--- src/hdl/npt_pkg.sv ---
// Package for the node presence table: entry, command and result types,
// operation and status codes, and the constants of the seconds conversion.
// No dependencies; npt_scan, the top level and the testbench import it.
`default_nettype none

package npt_pkg;

	// Default number of slots
	localparam int NPT_SLOTS = 16;

	// Operation codes
	localparam logic [1:0] OP_HEARTBEAT = 2'd0;
	localparam logic [1:0] OP_KEY_FIND  = 2'd1;
	localparam logic [1:0] OP_TYPE_FIND = 2'd2;
	localparam logic [1:0] OP_CLEAR     = 2'd3;

	// Result status codes
	localparam logic [1:0] ST_OK        = 2'd0;
	localparam logic [1:0] ST_NOT_FOUND = 2'd1;
	localparam logic [1:0] ST_FULL      = 2'd2;

	// ms / 1000 = ((ms >> 3) * DIV_RECIP) >> DIV_POST_SHIFT, exact for 32-bit ms
	localparam int          DIV_PRE_SHIFT  = 3;
	localparam logic [29:0] DIV_RECIP      = 30'd549755814;
	localparam int          DIV_POST_SHIFT = 36;
	localparam int          PROD_W         = 59;

	// One table entry as stored in the RAM
	typedef struct packed {
		logic [23:0] key;
		logic [7:0]  ntype;
		logic [7:0]  addr;
		logic [7:0]  major;
		logic [7:0]  minor;
		logic [7:0]  revision;
		logic [22:0] seen;
		logic [31:0] beats;
	} entry_t;

	localparam int ENTRY_W = $bits(entry_t);

	// One command item
	typedef struct packed {
		logic [1:0]  opcode;
		logic [23:0] node_key;
		logic [7:0]  packet_type;
		logic [7:0]  query_type;
		logic [7:0]  node_addr;
		logic [7:0]  ver_major;
		logic [7:0]  ver_minor;
		logic [7:0]  ver_revision;
		logic [31:0] time_ms;
	} item_t;

	// One result item
	typedef struct packed {
		logic [1:0] status;
		logic [3:0] slot_index;
		entry_t     entry;
	} res_t;

endpackage

`default_nettype wire

--- src/hdl/npt_cmd_if.sv ---
// Command channel of the node presence table: valid, ready and one item.
// Depends on nothing.
`default_nettype none

interface npt_cmd_if;
	logic        valid;
	logic        ready;
	logic [1:0]  opcode;
	logic [23:0] node_key;
	logic [7:0]  packet_type;
	logic [7:0]  query_type;
	logic [7:0]  node_addr;
	logic [7:0]  ver_major;
	logic [7:0]  ver_minor;
	logic [7:0]  ver_revision;
	logic [31:0] time_ms;

	modport source (output valid, opcode, node_key, packet_type, query_type, node_addr,
		ver_major, ver_minor, ver_revision, time_ms, input ready);
	modport sink (input valid, opcode, node_key, packet_type, query_type, node_addr,
		ver_major, ver_minor, ver_revision, time_ms, output ready);
endinterface

`default_nettype wire

--- src/hdl/npt_rsp_if.sv ---
// Result channel of the node presence table: valid, ready and one result.
// Depends on nothing.
`default_nettype none

interface npt_rsp_if;
	logic        valid;
	logic        ready;
	logic [1:0]  status;
	logic [3:0]  slot_index;
	logic [23:0] entry_key;
	logic [7:0]  entry_type;
	logic [7:0]  entry_addr;
	logic [7:0]  entry_major;
	logic [7:0]  entry_minor;
	logic [7:0]  entry_revision;
	logic [22:0] entry_last_seen;
	logic [31:0] entry_beats;

	modport source (output valid, status, slot_index, entry_key, entry_type, entry_addr,
		entry_major, entry_minor, entry_revision, entry_last_seen, entry_beats,
		input ready);
	modport sink (input valid, status, slot_index, entry_key, entry_type, entry_addr,
		entry_major, entry_minor, entry_revision, entry_last_seen, entry_beats,
		output ready);
endinterface

`default_nettype wire

--- src/hdl/npt_cfg_if.sv ---
// Configuration write channel of the node presence table: type mask write.
// Depends on nothing.
`default_nettype none

interface npt_cfg_if;
	logic       valid;
	logic       ready;
	logic [7:0] type_mask;

	modport source (output valid, type_mask, input ready);
	modport sink (input valid, type_mask, output ready);
endinterface

`default_nettype wire

--- src/hdl/npt_ram.sv ---
// Generic single-port-write, single-port-read RAM with registered read data.
// Depends on nothing.
`default_nettype none

module npt_ram #(
	parameter int W     = 8,
	parameter int DEPTH = 16
) (
	input  wire logic                                   clk,
	input  wire logic                                   we,
	input  wire logic [((DEPTH > 1) ? $clog2(DEPTH) : 1)-1:0] waddr,
	input  wire logic [W-1:0]                           wdata,
	input  wire logic                                   re,
	input  wire logic [((DEPTH > 1) ? $clog2(DEPTH) : 1)-1:0] raddr,
	output logic      [W-1:0]                           rdata
);

	logic [W-1:0] mem_q [DEPTH];

	// Write port
	always_ff @(posedge clk) begin
		if (we) begin
			mem_q[waddr] <= wdata;
		end
	end

	// Registered read port
	always_ff @(posedge clk) begin
		if (re) begin
			rdata <= mem_q[raddr];
		end
	end

endmodule

`default_nettype wire

--- src/hdl/npt_scan.sv ---
// Sequencer of the node presence table: scans the entry RAM one slot per
// cycle, then writes back a heartbeat. Uses npt_pkg and npt_ram.
`default_nettype none

module npt_scan #(
	parameter int SLOTS = 16
) (
	input  wire logic           clk,
	input  wire logic           arst_n,
	input  wire logic           start,
	input  wire npt_pkg::item_t item,
	input  wire logic [7:0]     type_mask,
	output logic                idle,
	output logic                res_valid,
	input  wire logic           res_ready,
	output npt_pkg::res_t       res
);
	import npt_pkg::*;

	localparam int IW = (SLOTS > 1) ? $clog2(SLOTS) : 1;
	localparam int CW = $clog2(SLOTS + 1);

	localparam logic [1:0] S_IDLE   = 2'd0;
	localparam logic [1:0] S_SCAN   = 2'd1;
	localparam logic [1:0] S_WRITE  = 2'd2;
	localparam logic [1:0] S_RESULT = 2'd3;

	logic [1:0]         state_q;
	item_t              item_q;
	logic [CW-1:0]      issue_q;
	logic               pend_s1;
	logic [IW-1:0]      idx_s1;
	logic [SLOTS-1:0]   valid_q;
	logic               hit_q;
	logic [IW-1:0]      hit_idx_q;
	entry_t             hit_ent_q;
	logic               free_q;
	logic [IW-1:0]      free_idx_q;
	logic [31:0]        free_beats_q;
	logic [PROD_W-1:0]  prod_q;
	res_t               res_q;

	logic               rd_en;
	logic [ENTRY_W-1:0] rd_raw;
	entry_t             cur;
	logic               key_m;
	logic               free_m;
	logic               ta_m;
	logic               sel_m;
	logic               last_eval;
	logic               wr_en;
	logic [IW-1:0]      wr_idx;
	entry_t             wr_ent;
	logic [31:0]        old_beats;
	logic [IW+3:0]      hit_ext;
	logic [IW+3:0]      wr_ext;

	// Entry store
	npt_ram #(.W(ENTRY_W), .DEPTH(SLOTS)) u_ram (
		.clk   (clk),
		.we    (wr_en),
		.waddr (wr_idx),
		.wdata (wr_ent),
		.re    (rd_en),
		.raddr (issue_q[IW-1:0]),
		.rdata (rd_raw)
	);

	// Read side: entries never written since reset or clear read as zero
	always_comb begin
		rd_en     = (state_q == S_SCAN) && (issue_q != CW'(SLOTS));
		cur       = valid_q[idx_s1] ? entry_t'(rd_raw) : '0;
		key_m     = (item_q.node_key != 24'd0) && (cur.key == item_q.node_key);
		free_m    = (cur.key == 24'd0);
		ta_m      = (cur.ntype == item_q.query_type) && (cur.addr == item_q.node_addr);
		sel_m     = (item_q.opcode == OP_TYPE_FIND) ? ta_m : key_m;
		last_eval = pend_s1 && (idx_s1 == IW'(SLOTS - 1));
	end

	// Heartbeat write-back: key match wins over the first free slot
	always_comb begin
		wr_idx    = hit_q ? hit_idx_q : free_idx_q;
		old_beats = hit_q ? hit_ent_q.beats : free_beats_q;
		wr_en     = (state_q == S_WRITE) && (hit_q || free_q);
		wr_ent.key      = item_q.node_key;
		wr_ent.ntype    = item_q.packet_type & type_mask;
		wr_ent.addr     = item_q.node_addr;
		wr_ent.major    = item_q.ver_major;
		wr_ent.minor    = item_q.ver_minor;
		wr_ent.revision = item_q.ver_revision;
		wr_ent.seen     = prod_q[DIV_POST_SHIFT +: 23];
		wr_ent.beats    = old_beats + 32'd1;
		hit_ext = {4'd0, hit_idx_q};
		wr_ext  = {4'd0, wr_idx};
	end

	// Seconds conversion, one multiply stage off the latched item
	always_ff @(posedge clk) begin
		prod_q <= PROD_W'(item_q.time_ms[31:DIV_PRE_SHIFT]) * PROD_W'(DIV_RECIP);
	end

	// Payload registers
	always_ff @(posedge clk) begin
		if (start) begin
			item_q <= item;
		end
		if (rd_en) begin
			idx_s1 <= issue_q[IW-1:0];
		end
		if (pend_s1 && sel_m && !hit_q) begin
			hit_idx_q <= idx_s1;
			hit_ent_q <= cur;
		end
		if (pend_s1 && free_m && !free_q) begin
			free_idx_q   <= idx_s1;
			free_beats_q <= cur.beats;
		end
		if (start && (item.opcode == OP_CLEAR)) begin
			res_q <= '{status: ST_OK, slot_index: 4'd0, entry: '0};
		end
		if ((state_q == S_SCAN) && last_eval) begin
			if (hit_q || (pend_s1 && sel_m)) begin
				res_q.status     <= ST_OK;
				res_q.slot_index <= hit_q ? hit_ext[3:0] : 4'(idx_s1);
				res_q.entry      <= hit_q ? hit_ent_q : cur;
			end else begin
				res_q <= '{status: ST_NOT_FOUND, slot_index: 4'd0, entry: '0};
			end
		end
		if (state_q == S_WRITE) begin
			if (hit_q || free_q) begin
				res_q <= '{status: ST_OK, slot_index: wr_ext[3:0], entry: wr_ent};
			end else begin
				res_q <= '{status: ST_FULL, slot_index: 4'd0, entry: '0};
			end
		end
	end

	// Control: state, scan counter, match flags, valid bits
	always_ff @(posedge clk or negedge arst_n) begin
		if (!arst_n) begin
			state_q <= S_IDLE;
			issue_q <= '0;
			pend_s1 <= 1'b0;
			hit_q   <= 1'b0;
			free_q  <= 1'b0;
			valid_q <= '0;
		end else begin
			case (state_q)
				S_IDLE: begin
					if (start) begin
						issue_q <= '0;
						pend_s1 <= 1'b0;
						hit_q   <= 1'b0;
						free_q  <= 1'b0;
						if (item.opcode == OP_CLEAR) begin
							valid_q <= '0;
							state_q <= S_RESULT;
						end else begin
							state_q <= S_SCAN;
						end
					end
				end
				S_SCAN: begin
					pend_s1 <= rd_en;
					if (rd_en) begin
						issue_q <= issue_q + CW'(1);
					end
					if (pend_s1 && sel_m) begin
						hit_q <= 1'b1;
					end
					if (pend_s1 && free_m) begin
						free_q <= 1'b1;
					end
					if (last_eval) begin
						state_q <= (item_q.opcode == OP_HEARTBEAT) ? S_WRITE : S_RESULT;
					end
				end
				S_WRITE: begin
					if (wr_en) begin
						valid_q[wr_idx] <= 1'b1;
					end
					state_q <= S_RESULT;
				end
				S_RESULT: begin
					if (res_ready) begin
						state_q <= S_IDLE;
					end
				end
				default: begin
					state_q <= S_IDLE;
				end
			endcase
		end
	end

	assign idle      = (state_q == S_IDLE);
	assign res_valid = (state_q == S_RESULT);
	assign res       = res_q;

	// Clear drops every valid bit at once
	a_clear_valid: assert property (@(posedge clk) disable iff (!arst_n)
		start && (item.opcode == OP_CLEAR) |=> (valid_q == '0))
		else $error("clear left a slot valid");

	// A heartbeat write marks its slot valid
	a_write_valid: assert property (@(posedge clk) disable iff (!arst_n)
		wr_en |=> valid_q[$past(wr_idx)])
		else $error("written slot not marked valid");

	// A dropped heartbeat carries no slot and no entry
	a_full_blank: assert property (@(posedge clk) disable iff (!arst_n)
		res_valid && (res.status == ST_FULL) |-> (res.slot_index == 4'd0) && (res.entry == '0))
		else $error("table full result not blank");

	// The scan read index stays inside the table
	a_scan_range: assert property (@(posedge clk) disable iff (!arst_n)
		pend_s1 |-> (CW'(idx_s1) < CW'(SLOTS)))
		else $error("scan index out of range");

endmodule

`default_nettype wire

--- src/hdl/node_presence_table.sv ---
// Node presence table: a table of SLOTS nodes keyed by a 24-bit hardware
// address. Commands enter on cmd, one result per command leaves on rsp,
// and cfg writes the type mask (reset 0xFF) that masks the heartbeat
// packet type before it is stored.
//
// One command is in work at a time. A search reads every slot of the entry
// RAM, one per cycle, and its result is then loaded into the output
// register; a heartbeat adds a write-back state after the scan, and a clear
// skips the scan. A new command is taken only once the last one has handed
// its result on to the output register. The scan runs over the single read
// port of the RAM.
//
// The output register holds a finished result while rsp is stalled; the
// next command is already taken and scanned, and it waits with its result
// until the register frees up. cfg is always ready; the user writes it only
// while no command is in work, which the block itself does not enforce.
//
// Reset empties the table at once: each slot has a valid bit in flip-flops,
// and a slot never written since reset or clear reads as all zero.
// Depends on npt_pkg, npt_cmd_if, npt_rsp_if, npt_cfg_if and npt_scan.
`default_nettype none

module node_presence_table #(
	parameter int SLOTS = npt_pkg::NPT_SLOTS
) (
	input wire logic clk,
	input wire logic arst_n,
	npt_cmd_if.sink   cmd,
	npt_rsp_if.source rsp,
	npt_cfg_if.sink   cfg
);
	import npt_pkg::*;

	logic [7:0] type_mask_q;
	item_t      item;
	logic       idle;
	logic       start;
	logic       res_valid;
	logic       res_ready;
	res_t       res;
	logic       out_valid_q;
	res_t       out_q;

	// Configuration register
	assign cfg.ready = 1'b1;
	always_ff @(posedge clk or negedge arst_n) begin
		if (!arst_n) begin
			type_mask_q <= 8'hFF;
		end else if (cfg.valid) begin
			type_mask_q <= cfg.type_mask;
		end
	end

	// Command intake
	always_comb begin
		item.opcode       = cmd.opcode;
		item.node_key     = cmd.node_key;
		item.packet_type  = cmd.packet_type;
		item.query_type   = cmd.query_type;
		item.node_addr    = cmd.node_addr;
		item.ver_major    = cmd.ver_major;
		item.ver_minor    = cmd.ver_minor;
		item.ver_revision = cmd.ver_revision;
		item.time_ms      = cmd.time_ms;
	end
	assign cmd.ready = idle;
	assign start     = cmd.valid && idle;

	npt_scan #(.SLOTS(SLOTS)) u_scan (
		.clk       (clk),
		.arst_n    (arst_n),
		.start     (start),
		.item      (item),
		.type_mask (type_mask_q),
		.idle      (idle),
		.res_valid (res_valid),
		.res_ready (res_ready),
		.res       (res)
	);

	// Output register
	assign res_ready = !out_valid_q || rsp.ready;
	always_ff @(posedge clk or negedge arst_n) begin
		if (!arst_n) begin
			out_valid_q <= 1'b0;
		end else if (res_ready) begin
			out_valid_q <= res_valid;
		end
	end
	always_ff @(posedge clk) begin
		if (res_ready && res_valid) begin
			out_q <= res;
		end
	end

	assign rsp.valid           = out_valid_q;
	assign rsp.status          = out_q.status;
	assign rsp.slot_index      = out_q.slot_index;
	assign rsp.entry_key       = out_q.entry.key;
	assign rsp.entry_type      = out_q.entry.ntype;
	assign rsp.entry_addr      = out_q.entry.addr;
	assign rsp.entry_major     = out_q.entry.major;
	assign rsp.entry_minor     = out_q.entry.minor;
	assign rsp.entry_revision  = out_q.entry.revision;
	assign rsp.entry_last_seen = out_q.entry.seen;
	assign rsp.entry_beats     = out_q.entry.beats;

endmodule

`default_nettype wire

--- src/flat_wrapper.sv ---
// flat-port wrapper written by rule: the top's interface ports become plain ports
module node_presence_table_flat import npt_pkg::*;
#(
	parameter int SLOTS = npt_pkg::NPT_SLOTS
)
  (clk, arst_n, cmd_valid, cmd_opcode, cmd_node_key, cmd_packet_type, cmd_query_type, cmd_node_addr, cmd_ver_major, cmd_ver_minor, cmd_ver_revision, cmd_time_ms, cmd_ready, rsp_valid, rsp_status, rsp_slot_index, rsp_entry_key, rsp_entry_type, rsp_entry_addr, rsp_entry_major, rsp_entry_minor, rsp_entry_revision, rsp_entry_last_seen, rsp_entry_beats, rsp_ready, cfg_valid, cfg_type_mask, cfg_ready);
  npt_cmd_if cmd_i ();
  npt_rsp_if rsp_i ();
  npt_cfg_if cfg_i ();
  input wire logic clk;
  input wire logic arst_n;
  input wire logic [$bits(cmd_i.valid)-1:0] cmd_valid;
  input wire logic [$bits(cmd_i.opcode)-1:0] cmd_opcode;
  input wire logic [$bits(cmd_i.node_key)-1:0] cmd_node_key;
  input wire logic [$bits(cmd_i.packet_type)-1:0] cmd_packet_type;
  input wire logic [$bits(cmd_i.query_type)-1:0] cmd_query_type;
  input wire logic [$bits(cmd_i.node_addr)-1:0] cmd_node_addr;
  input wire logic [$bits(cmd_i.ver_major)-1:0] cmd_ver_major;
  input wire logic [$bits(cmd_i.ver_minor)-1:0] cmd_ver_minor;
  input wire logic [$bits(cmd_i.ver_revision)-1:0] cmd_ver_revision;
  input wire logic [$bits(cmd_i.time_ms)-1:0] cmd_time_ms;
  output wire logic [$bits(cmd_i.ready)-1:0] cmd_ready;
  output wire logic [$bits(rsp_i.valid)-1:0] rsp_valid;
  output wire logic [$bits(rsp_i.status)-1:0] rsp_status;
  output wire logic [$bits(rsp_i.slot_index)-1:0] rsp_slot_index;
  output wire logic [$bits(rsp_i.entry_key)-1:0] rsp_entry_key;
  output wire logic [$bits(rsp_i.entry_type)-1:0] rsp_entry_type;
  output wire logic [$bits(rsp_i.entry_addr)-1:0] rsp_entry_addr;
  output wire logic [$bits(rsp_i.entry_major)-1:0] rsp_entry_major;
  output wire logic [$bits(rsp_i.entry_minor)-1:0] rsp_entry_minor;
  output wire logic [$bits(rsp_i.entry_revision)-1:0] rsp_entry_revision;
  output wire logic [$bits(rsp_i.entry_last_seen)-1:0] rsp_entry_last_seen;
  output wire logic [$bits(rsp_i.entry_beats)-1:0] rsp_entry_beats;
  input wire logic [$bits(rsp_i.ready)-1:0] rsp_ready;
  input wire logic [$bits(cfg_i.valid)-1:0] cfg_valid;
  input wire logic [$bits(cfg_i.type_mask)-1:0] cfg_type_mask;
  output wire logic [$bits(cfg_i.ready)-1:0] cfg_ready;
  assign cmd_i.valid = cmd_valid;
  assign cmd_i.opcode = cmd_opcode;
  assign cmd_i.node_key = cmd_node_key;
  assign cmd_i.packet_type = cmd_packet_type;
  assign cmd_i.query_type = cmd_query_type;
  assign cmd_i.node_addr = cmd_node_addr;
  assign cmd_i.ver_major = cmd_ver_major;
  assign cmd_i.ver_minor = cmd_ver_minor;
  assign cmd_i.ver_revision = cmd_ver_revision;
  assign cmd_i.time_ms = cmd_time_ms;
  assign cmd_ready = cmd_i.ready;
  assign rsp_valid = rsp_i.valid;
  assign rsp_status = rsp_i.status;
  assign rsp_slot_index = rsp_i.slot_index;
  assign rsp_entry_key = rsp_i.entry_key;
  assign rsp_entry_type = rsp_i.entry_type;
  assign rsp_entry_addr = rsp_i.entry_addr;
  assign rsp_entry_major = rsp_i.entry_major;
  assign rsp_entry_minor = rsp_i.entry_minor;
  assign rsp_entry_revision = rsp_i.entry_revision;
  assign rsp_entry_last_seen = rsp_i.entry_last_seen;
  assign rsp_entry_beats = rsp_i.entry_beats;
  assign rsp_i.ready = rsp_ready;
  assign cfg_i.valid = cfg_valid;
  assign cfg_i.type_mask = cfg_type_mask;
  assign cfg_ready = cfg_i.ready;
  node_presence_table #(.SLOTS(SLOTS)) u_core (.clk(clk), .arst_n(arst_n), .cmd(cmd_i), .rsp(rsp_i), .cfg(cfg_i));
endmodule
--- config.mk ---
export PLATFORM = sky130hd
export DESIGN_NAME = node_presence_table_flat
export DESIGN_NICKNAME = d
export VERILOG_FILES = /design/src/hdl/npt_pkg.sv /design/src/hdl/npt_cmd_if.sv /design/src/hdl/npt_rsp_if.sv /design/src/hdl/npt_cfg_if.sv /design/src/hdl/npt_ram.sv /design/src/hdl/npt_scan.sv /design/src/hdl/node_presence_table.sv /design/src/flat_wrapper.sv
export SDC_FILE = /design/constraint.sdc
export NUM_CORES = 2
export LEC_CHECK = 0
export BUFFER_PORTS_ARGS = -buffer_cell sky130_fd_sc_hd__buf_2
export CAP_MARGIN = 40
export CORE_MARGIN = 10
export CORE_UTILIZATION = 57
export CTS_CLUSTER_DIAMETER = 60
export DETAILED_ROUTE_END_ITERATION = 16
export GPL_TIMING_DRIVEN = 0
export PLACE_DENSITY_LB_ADDON = 0.25
export SLEW_MARGIN = 15
export SYNTH_ARGS = -nofsm -noshare
export SYNTH_HDL_FRONTEND = slang
export SYNTH_SLANG_ARGS = --single-unit
export TNS_END_PERCENT = 20
--- constraint.sdc ---
create_clock -name clk -period 9.09 [get_ports clk]
set_input_delay 0.909 -clock clk [delete_from_list [all_inputs] [get_ports clk]]
set_output_delay 0.909 -clock clk [all_outputs]
set_load 0.02 [all_outputs]
### Word level (Yosys, flattened, before mapping)

Memories as Yosys holds them, arrays and structs flattened. A register that Yosys moved wholly into a read port is not among the register bits.
Index checks and enable logic that the tools add are counted.

| storage, ports and cells | value |
|---|---|
| bits in writable memories | 1,904 |
| output and inout port bits | 128 |
| input bits | 119 |
| memories kept | 1 |
| flip-flop bits (word level) | 612 |
| logic and storage cells | 146 |

Memory list:

| name | depth | bits a word | read ports | clocked after memory_dff | write ports | RTL line | source |
|---|---|---|---|---|---|---|---|
| u_core.u_scan.u_ram.mem_q | 16 | 119 | 1 | 1 | 1 | npt_ram.sv:18 | `logic [W-1:0] mem_q [DEPTH];` |

| cells by class | value |
|---|---|
| $add $sub $neg | 2 |
| multiplexer cells | 36 |
| eq/ne operators | 18 |
| bitwise operators | 2 |
| magnitude comparators | 3 |
| reductions and logical operators | 33 |
| multiply operators | 1 |

Operators by type and width:

| kind | number |
|---|---|
| 125-bit 2-to-1 mux | 4 |
| 119-bit 2-to-1 mux | 2 |
| 124-bit 2-to-1 mux | 1 |
| 29-bit by 29-bit multiplier with 58-bit output (second input constant) | 1 |
| 16-bit 2-to-1 mux | 3 |
| 32-bit by 1-bit adder with 32-bit output (second input constant) | 1 |
| 32-bit 2-to-1 mux | 1 |
| 16-bit one-hot mux with 2 select lines | 1 |
| 24-bit equality test | 1 |
| 24-bit logical NOT | 1 |
| 24-bit nonzero test | 1 |
| 8-bit equality test | 2 |
| 16-bit OR | 1 |
| 1-bit logical AND | 14 |
| 3-bit AND reduction | 4 |
| 4-bit by 5-bit less-than comparator with 1-bit output (second input constant) | 2 |
| 5-bit 2-to-1 mux | 2 |
| 2-bit != test (second input constant) | 5 |
| 5-bit one-hot mux with 2 select lines | 1 |
| 1-bit 2-to-1 mux | 9 |
| 8-bit bitwise AND | 1 |
| 2-bit equality test (second input constant) | 4 |
| 2-bit 2-to-1 mux | 4 |
| 4-bit 2-to-1 mux | 2 |
| 17 further kinds | 27 |

### Depth between registers and ports, before layout

| depth | value |
|---|---|
| depth after elaboration | 11 |
| mapped depth | 26 |
| gate-level depth less buffers | 25 |

### Cells and area by module

From an unflattened synthesis, not the netlist that was laid out.

| second synthesis, totals | value |
|---|---|
| cells, all modules | 5,990 |
| area total of the unflattened synthesis | 110,986.4 um^2 |

Modules (own cells, without submodules):

| module | sequential area each (um^2) | cells an instance | instances | area each (um^2) |
|---|---|---|---|---|
| npt_ram | 60,748.3 | 3,041 | 1 | 74,612.8 |
| npt_scan | 12,852.3 | 2,800 | 1 | 32,217.1 |
| node_presence_table | 3,988.8 | 149 | 1 | 4,156.5 |

### Worst setup path after synthesis

No wires, ideal clock.

| path | value |
|---|---|
| path kind | flip-flop to flip-flop |
| start | reg u_core.u_scan.idx_s1[0] |
| end | reg u_core.u_scan.hit_ent_q[0] in the netlist's numbering, enable pin |
| data required time | 8.470 ns |
| path buffers | 2 |
| setup time | 0.620 ns |
| setup slack | 0.441 ns |
| stages on the path, launching flop included | 12 |
| period minus slack after synthesis | 8.649 ns |
| arrival time | 8.028 ns |
| cell sequence | edfxtp_1 > buf_2 > mux4_2 > mux4_2 > buf_2 > a2111oi_2 > a41oi_1 > nor4_1 > nand2_1 > nor2_1 > a32o_2 > nor2b_1 |

| between the ends | value |
|---|---|
| cells in the longest elaborated chain, start to end | 8 |
| elaborated cells between the ends (all ways) | 11 |
| those cells by class | eq/ne: 3; mux: 4; reduce/logical: 4 |

RTL lines:

| what | RTL line | source |
|---|---|---|
| start: declaration | npt_scan.sv:32 | `logic [IW-1:0] idx_s1;` |
| start signal: assignment | npt_scan.sv:108 | `idx_s1 <= issue_q[IW-1:0];` |
| 1-bit binary-select mux with 4-bit select * | npt_scan.sv:72 | `cur = valid_q[idx_s1] ? entry_t'(rd_raw) : '0;` |
| 1-bit 2-to-1 mux (not written as such) * | npt_scan.sv:72 |  |
| 119-bit 2-to-1 mux * | npt_scan.sv:72 |  |
| 24-bit equality test / 8-bit equality test (equally long branches) | npt_scan.sv:73, npt_scan.sv:75 |  |
| 1-bit logical AND, on equally long branches | npt_scan.sv:73, npt_scan.sv:75 |  |
| 1-bit 2-to-1 mux * | npt_scan.sv:76 | `sel_m = (item_q.opcode == OP_TYPE_FIND) ? ta_m : key_m;` |
| 1-bit logical AND * (2 in series) | npt_scan.sv:110 | `if (pend_s1 && sel_m && !hit_q) begin` |
| end signal: assignment | npt_scan.sv:112 | `hit_ent_q <= cur;` |
| end: declaration | npt_scan.sv:36 | `entry_t hit_ent_q;` |

Every way passes the cells marked *; elsewhere a longest branch is shown, timed or not. The select of a mux whose other input is x is not followed.
A chain may end at the register's enable or synchronous reset.

### Worst setup path in the final report

| path | value |
|---|---|
| start | reg u_core.u_scan.item_q[12] in the netlist's numbering |
| end | reg u_core.u_scan.prod_q[57] |

| between the ends | value |
|---|---|
| cells in the longest elaborated chain, start to end | 1 |

RTL lines:

| what | RTL line | source |
|---|---|---|
| start: declaration | npt_scan.sv:29 | `item_t item_q;` |
| start signal: assignment | npt_scan.sv:105 | `item_q <= item;` |
| 29-bit by 29-bit multiplier with 58-bit output | npt_scan.sv:99 | `prod_q <= PROD_W'(item_q.time_ms[31:DIV_PRE_SHIFT]) * PROD_W'(DIV_RECIP);` |
| end signal: assignment | npt_scan.sv:99 |  |
| end: declaration | npt_scan.sv:40 | `logic [PROD_W-1:0] prod_q;` |

Every way passes these cells.

==> run metrics <==
Gates resized, CTS repair 0; fin area 129000 um2; Clock Pin Slew Worst Setup and Hold Paths 0.06 ns; Hold Violations, Final 0; DR WL/cell 32.1 um; latest clock arrival within the worst-skew pair 0.94 ns; CP max-delay cell edfxtp_1; Cell variety after synth 72; Net count, final 7310; Hold/Removal Path Class input pin to asynchronous set/reset pin; crit start category flop; Die Width 461 um; DR vias/cell 6.43; crit path DAT 9.25 ns; multi-input logic area 30100 um2; kind of critical path flop to flop; Fmax 0.117 GHz; Residual DRC 0; DIE HEIGHT 461 um; # clock sinks 2597; Total Neg Setup Slack 0 ns; Worst-Margin Slew 0.983 ns; I/O Buffers 241; most frequent cells in the layout edfxtp_1, inv_1, mux4_2; H-tree level count 5; standard-cell rows 161; total gr overflow 0; Core Region 193000 um2; Tot GR Track Use 28.2%; post-synthesis async set-or-reset flop share 1.35%; DIE AREA 212000 um2; max_cap viols 0; most common cell after layout, fill and taps aside edfxtp_1; Worst setup EP type flop; placed inst area 120000 um2; Synthesized Nets 6486; Via Count 59.7k; Max FO, Critical Path 11; Area Growth Syn to Fin 16.8%; RSZ-0062 raised after global routing no; Mapped Area 111000 um2; clock skew 0.110 ns; CP dominant cell by count fa_1; Final Wtd Congestion 0.888; post-layout util 67.1%; post-detail-place hpwl 201 mm; final WL 298 mm; Yosys reg bits 2597; status finished clean; largest net degree at the start of global routing 59; setup bufs post-CTS 0; Final setup viols 0; area occupied by registers 77600 um2; clk buf depth 4; sequential area share after synthesis 70.1%; Post-CTS Hold Fix Bufs 0; cts bufs inserted 281; detailed router's first-iteration violation count 8172; root buffer cell clkbuf_16; EDFF count, synth 2539; minimum clock period 8.53 ns; slowest cell delay on critical path 0.91 ns; CTS tree yes; I/O Pins 247; Cell Chain, Critical Path ha_1, fa_1, fa_1, inv_1, fa_1, inv_1, fa_1, fa_1, fa_1, inv_1, fa_1, inv_1, ha_1, and4_1, nand4_1, a2111o_1, a31oi_1, o21ai_0, a31oi_1, a31oi_1, o221ai_1, xor2_1; drt pass-1 iters 6; Initial Utilization 57.4%; share of cells above drive strength 1 23.9%; post-synthesis area per instance 19.3 um2; slew margin rel. 33.9%; via count of the first global-routing pass 62.3k; first-pass GRT wire length 432 mm; Data required, critical path 9.81 ns; final worst-path cycle share 93.8%; Syn. warnings 0; Antenna Nets Post-Route 0; fin. max-slew vios 0; Syn Inst Count 5731; Fillers 11.9k; Most used DFF post-synth edfxtp_1; antenna violations before repair 9
## final timing paths
path	startpoint	endpoint	slack [ns]	depth (start not counted)
max in group asynchronous	arst_n	u_core.u_scan.hit_q	8.77	2
max	u_core.u_scan.item_q[12]	u_core.u_scan.prod_q[57]	0.56	22
min	arst_n	u_core.type_mask_q[7]	0.11	1
max reg2reg	u_core.u_scan.item_q[12]	u_core.u_scan.prod_q[57]	0.56	22
min reg2reg	u_core.u_scan.res[62]	u_core.rsp.entry_revision[7]	0.39	0
min in group clk	cmd_node_key[21]	u_core.u_scan.item_q[101]	0.17	1
## area by class of cell
type / instances / area share, %
Buffer: 216 / 0.702
Multi-Input combinational cell: 2311 / 23.3
Sequential cell: 2597 / 60.0
Antenna cell: 4 / 0.00774
Clock inverter: 125 / 0.934
Inverter: 607 / 1.77
Timing Repair Buffer: 541 / 5.01
Clock buffer: 353 / 5.86
Tap cell: 2526 / 2.44
## flip-flops by register name, indices dropped and copies added (netlist names), 16 cells and up
| signal | cells |
|---|---|
| u_core.u_scan.valid_q | 16 |
| u_core.rsp.entry_beats | 32 |
| u_core.u_scan.u_ram.mem_q | 1904 |
| u_core.u_scan.res | 125 |
| u_core.rsp.entry_last_seen | 23 |
| u_core.u_scan.item_q | 103 |
| u_core.u_scan.prod_q | 23 |
| u_core.rsp.entry_key | 24 |
| u_core.u_scan.free_beats_q | 32 |
| u_core.u_scan.hit_ent_q | 119 |
| u_core.u_scan.u_ram.rdata | 119 |
## critical path: cells and delay by family (launching register included)
kind	cells	cell delay [ns]
adders and majority gates	9	4.12
xor gates and xnor gates	1	0.47
buffers and inverters	4	0.20
and+or+nand+nor	2	0.43
AOI/OAI and AO/OA	6	2.22
DFF	1	0.91
## stage by stage
step,instances,setup WS [ns],hold WS (ns)
2_1_floorplan,5731,0.441,0.400
4_1_cts,9257,0.567,0.0787
5_1_grt,9277,0.235,0.103
3_3_place_gp,8498,-8.57,0.403
3_5_place_dp,8779,0.639,0.405
6_report,9280,0.562,0.107
## synthesized netlist by cell type, types with 27 or more instances
master    count  area share, %
dfrtp_1      27           0.61
mux4_2      600             12
ha_1        371            4.2
a31o_1       33           0.26
xnor2_1      41           0.32
nand2_1     173           0.59
a21oi_1      77           0.35
nor2_1       89           0.30
edfxtp_1   2539             69
clkbuf_1    164           0.56
a22oi_1      96           0.65
and2_1       45           0.25
buf_1        38           0.13
nor3_1       32           0.14
nand3_1      46           0.21
fa_1        265            4.8
xor2_1       33           0.26
o21ai_1      87           0.39
inv_1       606            2.1
a22o_1       37           0.29
o21ai_0      66           0.30
## cell families after synthesis
kind of cell | count (synthesis) | share of synthesized area, %
AOI/OAI and AO/OA | 504 | 3.03
xor gates and xnor gates | 74 | 0.585
adders and majority gates | 636 | 8.98
buffers and inverters | 823 | 2.85
DFF | 2597 | 70.1
muxes | 627 | 12.5
other | 1 | 0.00339
and+or+nand+nor | 469 | 2.02
## metal layers
metal | vias up | GRT usage [%] | wire length (um)
li1 | 24100 | - | -
met1 | 30700 | 35.8 | 104000
met2 | 3956 | 46.4 | 146000
met3 | 962 | 5.45 | 28100
met4 | 8 | 15.0 | 19100
met5 | - | 0 | 45
Power is left out: the tool's default activity adds up to more than one toggle a clock period on the data nets, which glitch-free logic cannot reach.
